File: config.mk
export PLATFORM = sky130hd
export DESIGN_NAME = posting_block_varbyte_encoder
export DESIGN_NICKNAME = d
export VERILOG_FILES = /design/src/rtl/pbve_pkg.sv /design/src/rtl/posting_block_varbyte_encoder.sv /design/src/rtl/pbve_ctrl.sv /design/src/rtl/pbve_dp.sv
export SDC_FILE = /design/constraint.sdc
export NUM_CORES = 1
export LEC_CHECK = 0
export ABC_AREA = 0
export BUFFER_PORTS_ARGS = -buffer_cell sky130_fd_sc_hd__clkbuf_2
export CAP_MARGIN = 40
export CORE_MARGIN = 5
export CORE_UTILIZATION = 59
export CTS_CLUSTER_DIAMETER = 60
export DETAILED_ROUTE_END_ITERATION = 6
export PLACE_DENSITY = 0.83
export SLEW_MARGIN = 10
export SYNTH_ARGS = -nofsm -noshare
export SYNTH_HDL_FRONTEND = slang
export SYNTH_SLANG_ARGS = --single-unit
File: constraint.sdc
create_clock -name clk -period 5.2 [get_ports clk]
set_clock_uncertainty 0.05 [all_clocks]
set_input_delay 1.04 -clock clk [delete_from_list [all_inputs] [get_ports clk]]
set_output_delay 1.04 -clock clk [all_outputs]
set_load 0.05 [all_outputs]
File: src/rtl/pbve_pkg.sv
// Shared types and constants for the posting block varbyte encoder.
// Used by pbve_ctrl, pbve_dp and posting_block_varbyte_encoder.
`timescale 1ns / 1ps
package pbve_pkg;

  localparam int BLOCK_LEN_DEF = 128;
  localparam int DOC_W         = 32;
  localparam int CNT_W         = 10;
  localparam int GROUP_W       = 7;

  typedef enum logic [1:0] {
    KIND_GAP  = 2'd0,
    KIND_FREQ = 2'd1,
    KIND_SUM  = 2'd2
  } kind_t;

  typedef struct packed {
    logic [DOC_W-1:0] doc_id;
    logic [DOC_W-1:0] frequency;
    logic             end_of_list;
  } in_t;

  typedef struct packed {
    kind_t            kind;
    logic [7:0]       code_byte;
    logic [DOC_W-1:0] block_last_doc;
    logic [CNT_W-1:0] doc_bytes;
    logic [CNT_W-1:0] freq_bytes;
    logic             last;
  } out_t;

  // controller -> datapath
  typedef struct packed {
    logic  load;
    logic  emit;
    kind_t phase;
  } pbve_cmd_t;

  // datapath -> controller
  typedef struct packed {
    logic more;
    logic close;
    logic out_free;
  } pbve_sts_t;

endpackage

File: src/rtl/posting_block_varbyte_encoder.sv
// Posting encoder top level: joins the controller and the datapath.
// Depends on pbve_pkg, pbve_ctrl and pbve_dp.
//
// Use: one posting request (doc_id, frequency, end_of_list) on the in
// channel gives 2 to 11 result requests on the out channel: the gap
// bytes, then the frequency bytes, low 7-bit group first with bit 7 set on
// a value's final byte, then a block summary when the block reaches
// BLOCK_LEN postings or end_of_list is set. last marks the final result.
// in_ready is high only between postings; one posting is coded at a time.
// The accept loads the posting into the shared 7-bit group shifter, which
// then gives one result per cycle while out_ready stays high; the first
// result is offered from the output register after the gap state emits it.
// Results sit in an output register, so the last one may still wait
// while the next posting is taken.
// A low out_ready holds the current result and stalls the sequencer.
// Reset clears the block position, previous id and byte counts; the next
// posting opens a new block with its id sent raw.
`timescale 1ns / 1ps
module posting_block_varbyte_encoder #(
  parameter int BLOCK_LEN = pbve_pkg::BLOCK_LEN_DEF
) (
  input  logic           clk,
  input  logic           rst,
  input  logic           in_valid,
  output logic           in_ready,
  input  pbve_pkg::in_t  in_data,
  output logic           out_valid,
  input  logic           out_ready,
  output pbve_pkg::out_t out_data
);
  import pbve_pkg::*;

  pbve_cmd_t cmd;
  pbve_sts_t sts;

  pbve_ctrl u_ctrl (
    .clk      (clk),
    .rst      (rst),
    .in_valid (in_valid),
    .in_ready (in_ready),
    .sts      (sts),
    .cmd      (cmd)
  );

  pbve_dp #(
    .BLOCK_LEN (BLOCK_LEN)
  ) u_dp (
    .clk       (clk),
    .rst       (rst),
    .in_data   (in_data),
    .cmd       (cmd),
    .sts       (sts),
    .out_valid (out_valid),
    .out_ready (out_ready),
    .out_data  (out_data)
  );

endmodule

File: src/rtl/pbve_ctrl.sv
// Sequencer for the posting encoder: gap bytes, frequency bytes, summary.
// Depends on pbve_pkg; drives pbve_dp through pbve_cmd_t.
`timescale 1ns / 1ps
module pbve_ctrl (
  input  logic               clk,
  input  logic               rst,
  input  logic               in_valid,
  output logic               in_ready,
  input  pbve_pkg::pbve_sts_t sts,
  output pbve_pkg::pbve_cmd_t cmd
);
  import pbve_pkg::*;

  typedef enum logic [1:0] {
    S_IDLE,
    S_GAP,
    S_FREQ,
    S_SUM
  } state_t;

  state_t state;

  assign in_ready = (state == S_IDLE);

  always_comb begin
    cmd       = '0;
    cmd.phase = KIND_GAP;
    unique case (state)
      S_IDLE: cmd.load = in_valid;
      S_GAP: begin
        cmd.emit  = sts.out_free;
        cmd.phase = KIND_GAP;
      end
      S_FREQ: begin
        cmd.emit  = sts.out_free;
        cmd.phase = KIND_FREQ;
      end
      S_SUM: begin
        cmd.emit  = sts.out_free;
        cmd.phase = KIND_SUM;
      end
      default: cmd = '0;
    endcase
  end

  always_ff @(posedge clk) begin
    if (rst) begin
      state <= S_IDLE;
    end else begin
      unique case (state)
        S_IDLE: if (in_valid) state <= S_GAP;
        S_GAP:  if (sts.out_free && !sts.more) state <= S_FREQ;
        S_FREQ: begin
          if (sts.out_free && !sts.more) state <= sts.close ? S_SUM : S_IDLE;
        end
        S_SUM:  if (sts.out_free) state <= S_IDLE;
        default: state <= S_IDLE;
      endcase
    end
  end

  // a load starts the gap phase; a new posting is only taken once the previous one has emitted everything
  assert property (@(posedge clk) disable iff (rst)
    cmd.load |=> state == S_GAP)
    else $error("pbve_ctrl: load did not start gap phase");

  assert property (@(posedge clk) disable iff (rst)
    (state == S_FREQ && sts.out_free && !sts.more && !sts.close) |=> in_ready)
    else $error("pbve_ctrl: not ready after final frequency byte");

  assert property (@(posedge clk) disable iff (rst)
    !(cmd.load && cmd.emit))
    else $error("pbve_ctrl: load and emit together");

endmodule

File: src/rtl/pbve_dp.sv
// Datapath: gap and frequency code, 7-bit group shifter, block counters,
// output register. Depends on pbve_pkg; commanded by pbve_ctrl.
`timescale 1ns / 1ps
module pbve_dp #(
  parameter int BLOCK_LEN = pbve_pkg::BLOCK_LEN_DEF
) (
  input  logic                clk,
  input  logic                rst,
  input  pbve_pkg::in_t       in_data,
  input  pbve_pkg::pbve_cmd_t cmd,
  output pbve_pkg::pbve_sts_t sts,
  output logic                out_valid,
  input  logic                out_ready,
  output pbve_pkg::out_t      out_data
);
  import pbve_pkg::*;

  localparam int POS_W = (BLOCK_LEN > 1) ? $clog2(BLOCK_LEN) : 1;

  logic [POS_W-1:0] pos;
  logic [DOC_W-1:0] prev_doc;
  logic [CNT_W-1:0] doc_cnt;
  logic [CNT_W-1:0] freq_cnt;

  logic [DOC_W-1:0] val;      // value being coded, shifted 7 bits per byte
  logic [DOC_W-1:0] fcode;
  logic [DOC_W-1:0] doc_q;
  logic             eol_q;

  logic [DOC_W-1:0] gap;
  logic [7:0]       code;
  logic             more;
  logic             close;
  logic             fin;      // final frequency byte of this posting

  always_comb begin
    gap   = (pos == '0) ? in_data.doc_id : in_data.doc_id - prev_doc;
    more  = |val[DOC_W-1:GROUP_W];
    code  = {~more, val[GROUP_W-1:0]};
    close = eol_q || (pos == POS_W'(BLOCK_LEN - 1));
    fin   = cmd.emit && (cmd.phase == KIND_FREQ) && !more;
    sts.more     = more;
    sts.close    = close;
    sts.out_free = !out_valid || out_ready;
  end

  always_ff @(posedge clk) begin
    if (cmd.load) begin
      val   <= gap;
      fcode <= (in_data.frequency == '0) ? '0 : in_data.frequency - DOC_W'(1);
      doc_q <= in_data.doc_id;
      eol_q <= in_data.end_of_list;
    end else if (cmd.emit && cmd.phase != KIND_SUM) begin
      if (more) val <= val >> GROUP_W;
      else if (cmd.phase == KIND_GAP) val <= fcode;
    end
  end

  always_ff @(posedge clk) begin
    if (rst) begin
      pos      <= '0;
      prev_doc <= '0;
      doc_cnt  <= '0;
      freq_cnt <= '0;
    end else if (cmd.emit) begin
      unique case (cmd.phase)
        KIND_GAP: if (doc_cnt != '1) doc_cnt <= doc_cnt + CNT_W'(1);
        KIND_FREQ: begin
          if (freq_cnt != '1) freq_cnt <= freq_cnt + CNT_W'(1);
          if (fin) begin
            prev_doc <= doc_q;
            pos      <= close ? '0 : pos + POS_W'(1);
          end
        end
        KIND_SUM: begin
          doc_cnt  <= '0;
          freq_cnt <= '0;
        end
        default: ;
      endcase
    end
  end

  always_ff @(posedge clk) begin
    if (rst) begin
      out_valid <= 1'b0;
    end else if (cmd.emit) begin
      out_valid <= 1'b1;
    end else if (out_ready) begin
      out_valid <= 1'b0;
    end
  end

  always_ff @(posedge clk) begin
    if (cmd.emit) begin
      out_data.kind <= cmd.phase;
      if (cmd.phase == KIND_SUM) begin
        out_data.code_byte      <= '0;
        out_data.block_last_doc <= doc_q;
        out_data.doc_bytes      <= doc_cnt;
        out_data.freq_bytes     <= freq_cnt;
        out_data.last           <= 1'b1;
      end else begin
        out_data.code_byte      <= code;
        out_data.block_last_doc <= '0;
        out_data.doc_bytes      <= '0;
        out_data.freq_bytes     <= '0;
        out_data.last           <= fin && !close;
      end
    end
  end

  assert property (@(posedge clk) disable iff (rst)
    cmd.emit |-> (!out_valid || out_ready))
    else $error("pbve_dp: result overwritten before taken");

  assert property (@(posedge clk) disable iff (rst)
    (out_valid && out_data.kind == KIND_SUM) |-> out_data.last)
    else $error("pbve_dp: summary not marked last");

  assert property (@(posedge clk) disable iff (rst)
    pos <= POS_W'(BLOCK_LEN - 1))
    else $error("pbve_dp: block position past block length");

endmodule
==> results.md <==
- The flow ran to the end, and the final reports show no timing, DRC or antenna violations.
- Counting the fill cells in the layout gives 1,394.
- The library cells used most frequently in the layout, excluding fill and tap cells, are 160 x sky130_fd_sc_hd__edfxtp_1, 148 x sky130_fd_sc_hd__nand2_1, 133 x sky130_fd_sc_hd__clkbuf_2, 114 x sky130_fd_sc_hd__a21oi_1, 90 x sky130_fd_sc_hd__nor2_1.
- The global placer's final weighted congestion is 0.9441.
- The number of hold buffers added after CTS is 0.
- The share of flip-flops with an asynchronous set or reset after synthesis is 0.
- In this run the worst setup path terminates at u_dp.val[30]$_DFFE_PP_.
- STA classifies the critical path startpoint as an input pin.
- TritonCTS built the clock tree.
- The setup check on the worst reg-to-reg path leaves a slack of between 1.5 and 2 ns.
- Setup violations remaining at the end of the flow were counted as 0.
- In this run the worst hold path is classified as reg2reg.
- The total CTS buffers is 22.
- The remaining global-route overflow is 0.
- The number of levels in the clock H-tree is 1.
- The tree is rooted in a sky130_fd_sc_hd__clkbuf_16.
- The mean area per synthesized cell is just over 10 um2.
- The count of input and output buffers is around 130.
- The clock reaches the later pin of the worst-skew pair after approximately 0.5 ns.
- The cell count after synthesis came out at about 1,100.
- Dividing the final minimum period by the clock period gives 0.7166.
- The die width is around 150 um.
- The clock transition time at the flip-flop clock pins of the worst setup and hold paths is roughly 0.06 ns.
- The initial utilization of the core area, before any placement, comes to 0.5944.
- The die footprint is around 21,000 um2.
- Entering global routing, the biggest net connects 65 pins.
- In this run the critical register-to-register path is launched from u_dp.prev_doc[0]$_SDFFE_PP0P_.
- Leaving out fill and tap cells, the most frequent cell in the layout is sky130_fd_sc_hd__edfxtp_1.
- The flip-flop and latch count after synthesis is roughly 220.
- The Yosys step of the flow raised 0 warnings.
- For this run, the top clock speed supported by timing is about 0.27 GHz.
- After detailed routing, the number of vias per cell comes to roughly 6.
- The global-route wire length before repair is approximately 42,000 um.
- The type of the worst setup path is in2reg.
- Across all hold checks on the routed design, the worst slack comes to approximately 0.41 ns.
- Across the VDD grid, the largest voltage drop is about 170 uV.
- The first TritonRoute pass finished after 6 iterations.
- In this run the tightest slew margin relative to its limit is 0.3956.
- At the pin with the least slew margin, the transition time is between 0.9 and 1 ns.
- The final HPWL from detailed placement is 18,680 um.
- For the final routed database, the setup TNS stands at 0 ns.
- After synthesis, the largest family of logic cells by area is simple AND/OR/NAND/NOR gates.
- The worst register-to-register path ends at u_dp.val[30]$_DFFE_PP_.
- The length in cells of the worst reg-to-reg path is 11.
- The cell row count is 50.
- The y dimension of the die is between 100 and 150 um.
- The power density over the cells is between 300 and 400 nW/um2.
- The final route contains around 8,700 vias.
- The start point of the critical path is in_data[33].
- Max-cap violations in this run came to 0.
- The critical path's most frequent cell is sky130_fd_sc_hd__o21ai_0.
- The share of synthesized cell area in and, or, nand and nor gates is 0.1948.
- The number of flops mapped to enable cells by yosys is 160.
- Clock tree synthesis found a total of between 200 and 250 sinks.
- The max-slew violation total from the final report was 0.
- Summing every instance area after synthesis gives between 10,000 and 15,000 um2.
- The kind of cell adding the most delay to the critical path is compound AO/OA/AOI/OAI gates.
- Of the post-synthesis cell area, the dominant cell type holds 0.4365.
- The global-route usage over all layers is 0.2374.
- The complex-gate fraction of the synthesized area is 0.1245.
- The most used flip-flop cell after synthesis is sky130_fd_sc_hd__edfxtp_1.
- The DRC violation total after the first TritonRoute iteration is 757.
- The share of synthesized area spent on multiplexers is 0.003638.
- The maximum single-stage delay on the critical path is ~0.46 ns.
- For this run, design rule violations remaining after detail routing come to 0.
- The time the final worst path needs with I/O delays and setup is about 3.7 ns.
- The buffer levels on the longest clock path is 3.
- The number of global-route vias before repair is between 8,000 and 9,000.
- Counting every net in the synthesized netlist gives about 1,200.
- The total count of hold-check failures in the final report is 0.
- The count of nets left with antenna violations once routing finished came out at 0.
- The worst setup path is captured at a flip-flop.
- The number of setup buffers added after CTS is 0.
- The critical path crosses 13 cells after its start point.
- Along the worst path, the maximum fanout reaches 4.
- Of the total synthesized cell area, the portion taken by full adders, half adders and majority gates is 0.04388.
- The slowest library cell on the worst path is sky130_fd_sc_hd__o21ai_0.
- After the last flow step, the layout net total stands at 1,322.
- Yosys mapped the design onto 54 distinct sky130hd cell types.
- The share of post-route cells with drive strength above 1 is 0.1592.
- For the worst setup path, the data arrival time is 3.92 ns.
- The core region is around 19,000 um2.
- By area the synthesized netlist is led by sky130_fd_sc_hd__edfxtp_1 44%, sky130_fd_sc_hd__dfxtp_1 11%, sky130_fd_sc_hd__a21oi_1 5.2%, sky130_fd_sc_hd__nand2_1 5.0%, sky130_fd_sc_hd__ha_1 4.2%.
- The signal on the critical path passes through clkbuf_2, inv_1, ha_1, fa_1, nand2b_1, a21oi_1, o21ai_0, a31oi_1, o21ai_0, o21ai_0, a221oi_1, mux2i_1, o21ai_0.
- The number of buffer and inverter stages on the critical path is 2.
- The analysis attributes to cell leakage a power of slightly below 0.005 uW.
- Of the total synthesized cell area, the portion taken by XOR and XNOR cells is 0.05013.
- For this block, the routed nets add up to 26,040 um of wire.
- Setup repair after global routing left no endpoint under its margin.
- After detailed routing, the average wire length per cell comes to between 15 and 20 um.
- The number of antenna violations at the first check in global routing is 1.
- The layout-stage area growth over the synthesis result is 14.88%.
- Gates resized during post-CTS repair numbered 0.
- The post-synthesis sequential area ratio is 0.5493.
- The cell accounting for the most synthesized area is sky130_fd_sc_hd__edfxtp_1.
- The worst hold path begins at u_dp.prev_doc[7]$_SDFFE_PP0P_.
- STA puts the critical path data required time at approximately 5.4 ns.
- The number of I/O pins is approximately 130.
==> cells by family after synthesis <==
kind of cell               count (synthesis)
buffers and inverters                     97
muxes                                      4
xor gates and xnor gates                  63
DFF                                      222
adders and majority gates                 38
and+or+nand+nor                          437
AOI/OAI and AO/OA                        234
==> how the worst min path moves through the flow <==
stage	endpoint	cells past startpoint
finish	u_dp.prev_doc[7]$_SDFFE_PP0P_	2
global route	u_dp.prev_doc[20]$_SDFFE_PP0P_	2
floorplan	u_dp.prev_doc[10]$_SDFFE_PP0P_	2
global placement	u_dp.prev_doc[2]$_SDFFE_PP0P_	2
CTS	u_dp.prev_doc[7]$_SDFFE_PP0P_	2
detailed placement	u_dp.prev_doc[7]$_SDFFE_PP0P_	2
==> layer usage <==
metal	up-vias	routed length (um)	track usage
met4	0	461	0.05315
met3	39	1851	0.03911
li1	4210	-	-
met1	4104	11550	0.3309
met2	340	12180	0.3943
met5	-	0	0
==> worst reg2reg max path: stages, from the launching register on <==
cell,delay (ns)
sky130_fd_sc_hd__dfxtp_1,0.31
sky130_fd_sc_hd__ha_1,0.21
sky130_fd_sc_hd__fa_1,0.40
sky130_fd_sc_hd__nand2b_1,0.19
sky130_fd_sc_hd__a21oi_1,0.21
sky130_fd_sc_hd__o21ai_0,0.17
sky130_fd_sc_hd__a31oi_1,0.34
sky130_fd_sc_hd__o21ai_0,0.31
sky130_fd_sc_hd__o21ai_0,0.46
sky130_fd_sc_hd__a221oi_1,0.19
sky130_fd_sc_hd__mux2i_1,0.17
sky130_fd_sc_hd__o21ai_0,0.08
==> through the flow <==
stage / utilization / area (um2) / setup WS, ns / cells / total power [uW]
finish: 0.6828 / 12640 / 1.474 / 1466 / 4065
detailed placement: 0.6436 / 11920 / 1.052 / 1425 / 2511
global placement: 0.6411 / 11870 / 1.171 / 1422 / 2498
floorplan: - / 11010 / 0.6148 / 1095 / 2365
CTS: 0.6827 / 12640 / 1.550 / 1465 / 4084
global route: 0.6828 / 12640 / 1.265 / 1466 / 4208
==> Yosys cell counts, types with 2 or more instances <==
| master | count |
|---|---|
| sky130_fd_sc_hd__nor4_1 | 13 |
| sky130_fd_sc_hd__nor2b_1 | 9 |
| sky130_fd_sc_hd__nand2b_1 | 7 |
| sky130_fd_sc_hd__a21oi_1 | 114 |
| sky130_fd_sc_hd__o31a_1 | 2 |
| sky130_fd_sc_hd__mux2i_1 | 4 |
| sky130_fd_sc_hd__or4_1 | 3 |
| sky130_fd_sc_hd__nand4b_1 | 4 |
| sky130_fd_sc_hd__xor2_1 | 29 |
| sky130_fd_sc_hd__o21a_1 | 4 |
| sky130_fd_sc_hd__o21ai_0 | 39 |
| sky130_fd_sc_hd__nor4b_1 | 4 |
| sky130_fd_sc_hd__o31ai_1 | 4 |
| sky130_fd_sc_hd__or4_4 | 2 |
| sky130_fd_sc_hd__buf_1 | 4 |
| sky130_fd_sc_hd__nand4_1 | 13 |
| sky130_fd_sc_hd__buf_2 | 6 |
| sky130_fd_sc_hd__nand3_1 | 28 |
| sky130_fd_sc_hd__nor3_1 | 21 |
| sky130_fd_sc_hd__inv_1 | 46 |
| sky130_fd_sc_hd__nor2_1 | 92 |
| sky130_fd_sc_hd__or3_1 | 7 |
| sky130_fd_sc_hd__a31oi_1 | 15 |
| sky130_fd_sc_hd__nand3b_1 | 4 |
| sky130_fd_sc_hd__and3_1 | 62 |
| sky130_fd_sc_hd__a211oi_1 | 16 |
| sky130_fd_sc_hd__o21bai_1 | 5 |
| sky130_fd_sc_hd__and2_1 | 8 |
| sky130_fd_sc_hd__o22ai_1 | 2 |
| sky130_fd_sc_hd__a221oi_1 | 4 |
| sky130_fd_sc_hd__clkbuf_1 | 41 |
| sky130_fd_sc_hd__and4_1 | 3 |
| sky130_fd_sc_hd__nand2_1 | 148 |
| sky130_fd_sc_hd__ha_1 | 37 |
| sky130_fd_sc_hd__a21o_1 | 9 |
| sky130_fd_sc_hd__edfxtp_1 | 160 |
| sky130_fd_sc_hd__xnor2_1 | 34 |
| sky130_fd_sc_hd__dfxtp_1 | 62 |
| sky130_fd_sc_hd__o211ai_1 | 15 |
==> state kept, by name, indices dropped and copies added, names as in the netlist, 7 cells and up <==
name           flops
u_dp.doc_cnt      10
u_dp.doc_q        32
u_dp.fcode        32
u_dp.freq_cnt     10
u_dp.out_data     63
u_dp.pos           7
u_dp.prev_doc     32
u_dp.val          32
==> area by class of cell <==
type / instances / area, um2 / share of cell area
Clock buffer: 27 / 600.6 / 0.04750
Clock inverter: 13 / 122.6 / 0.009697
Tap cell: 234 / 292.8 / 0.02315
Antenna cell: 1 / 2.502 / 0.0001979
Multi-Input combinational cell: 776 / 4612 / 0.3647
Sequential cell: 222 / 6046 / 0.4781
Inverter: 46 / 173.9 / 0.01375
Timing Repair Buffer: 147 / 794.5 / 0.06283
==> power by group <==
part           internal [uW]  total (uW)  switching [uW]
clock network            924        1580             661
logic                    131         440             310
registers               2000        2040            39.9
Power figures use the tool's default switching activity.
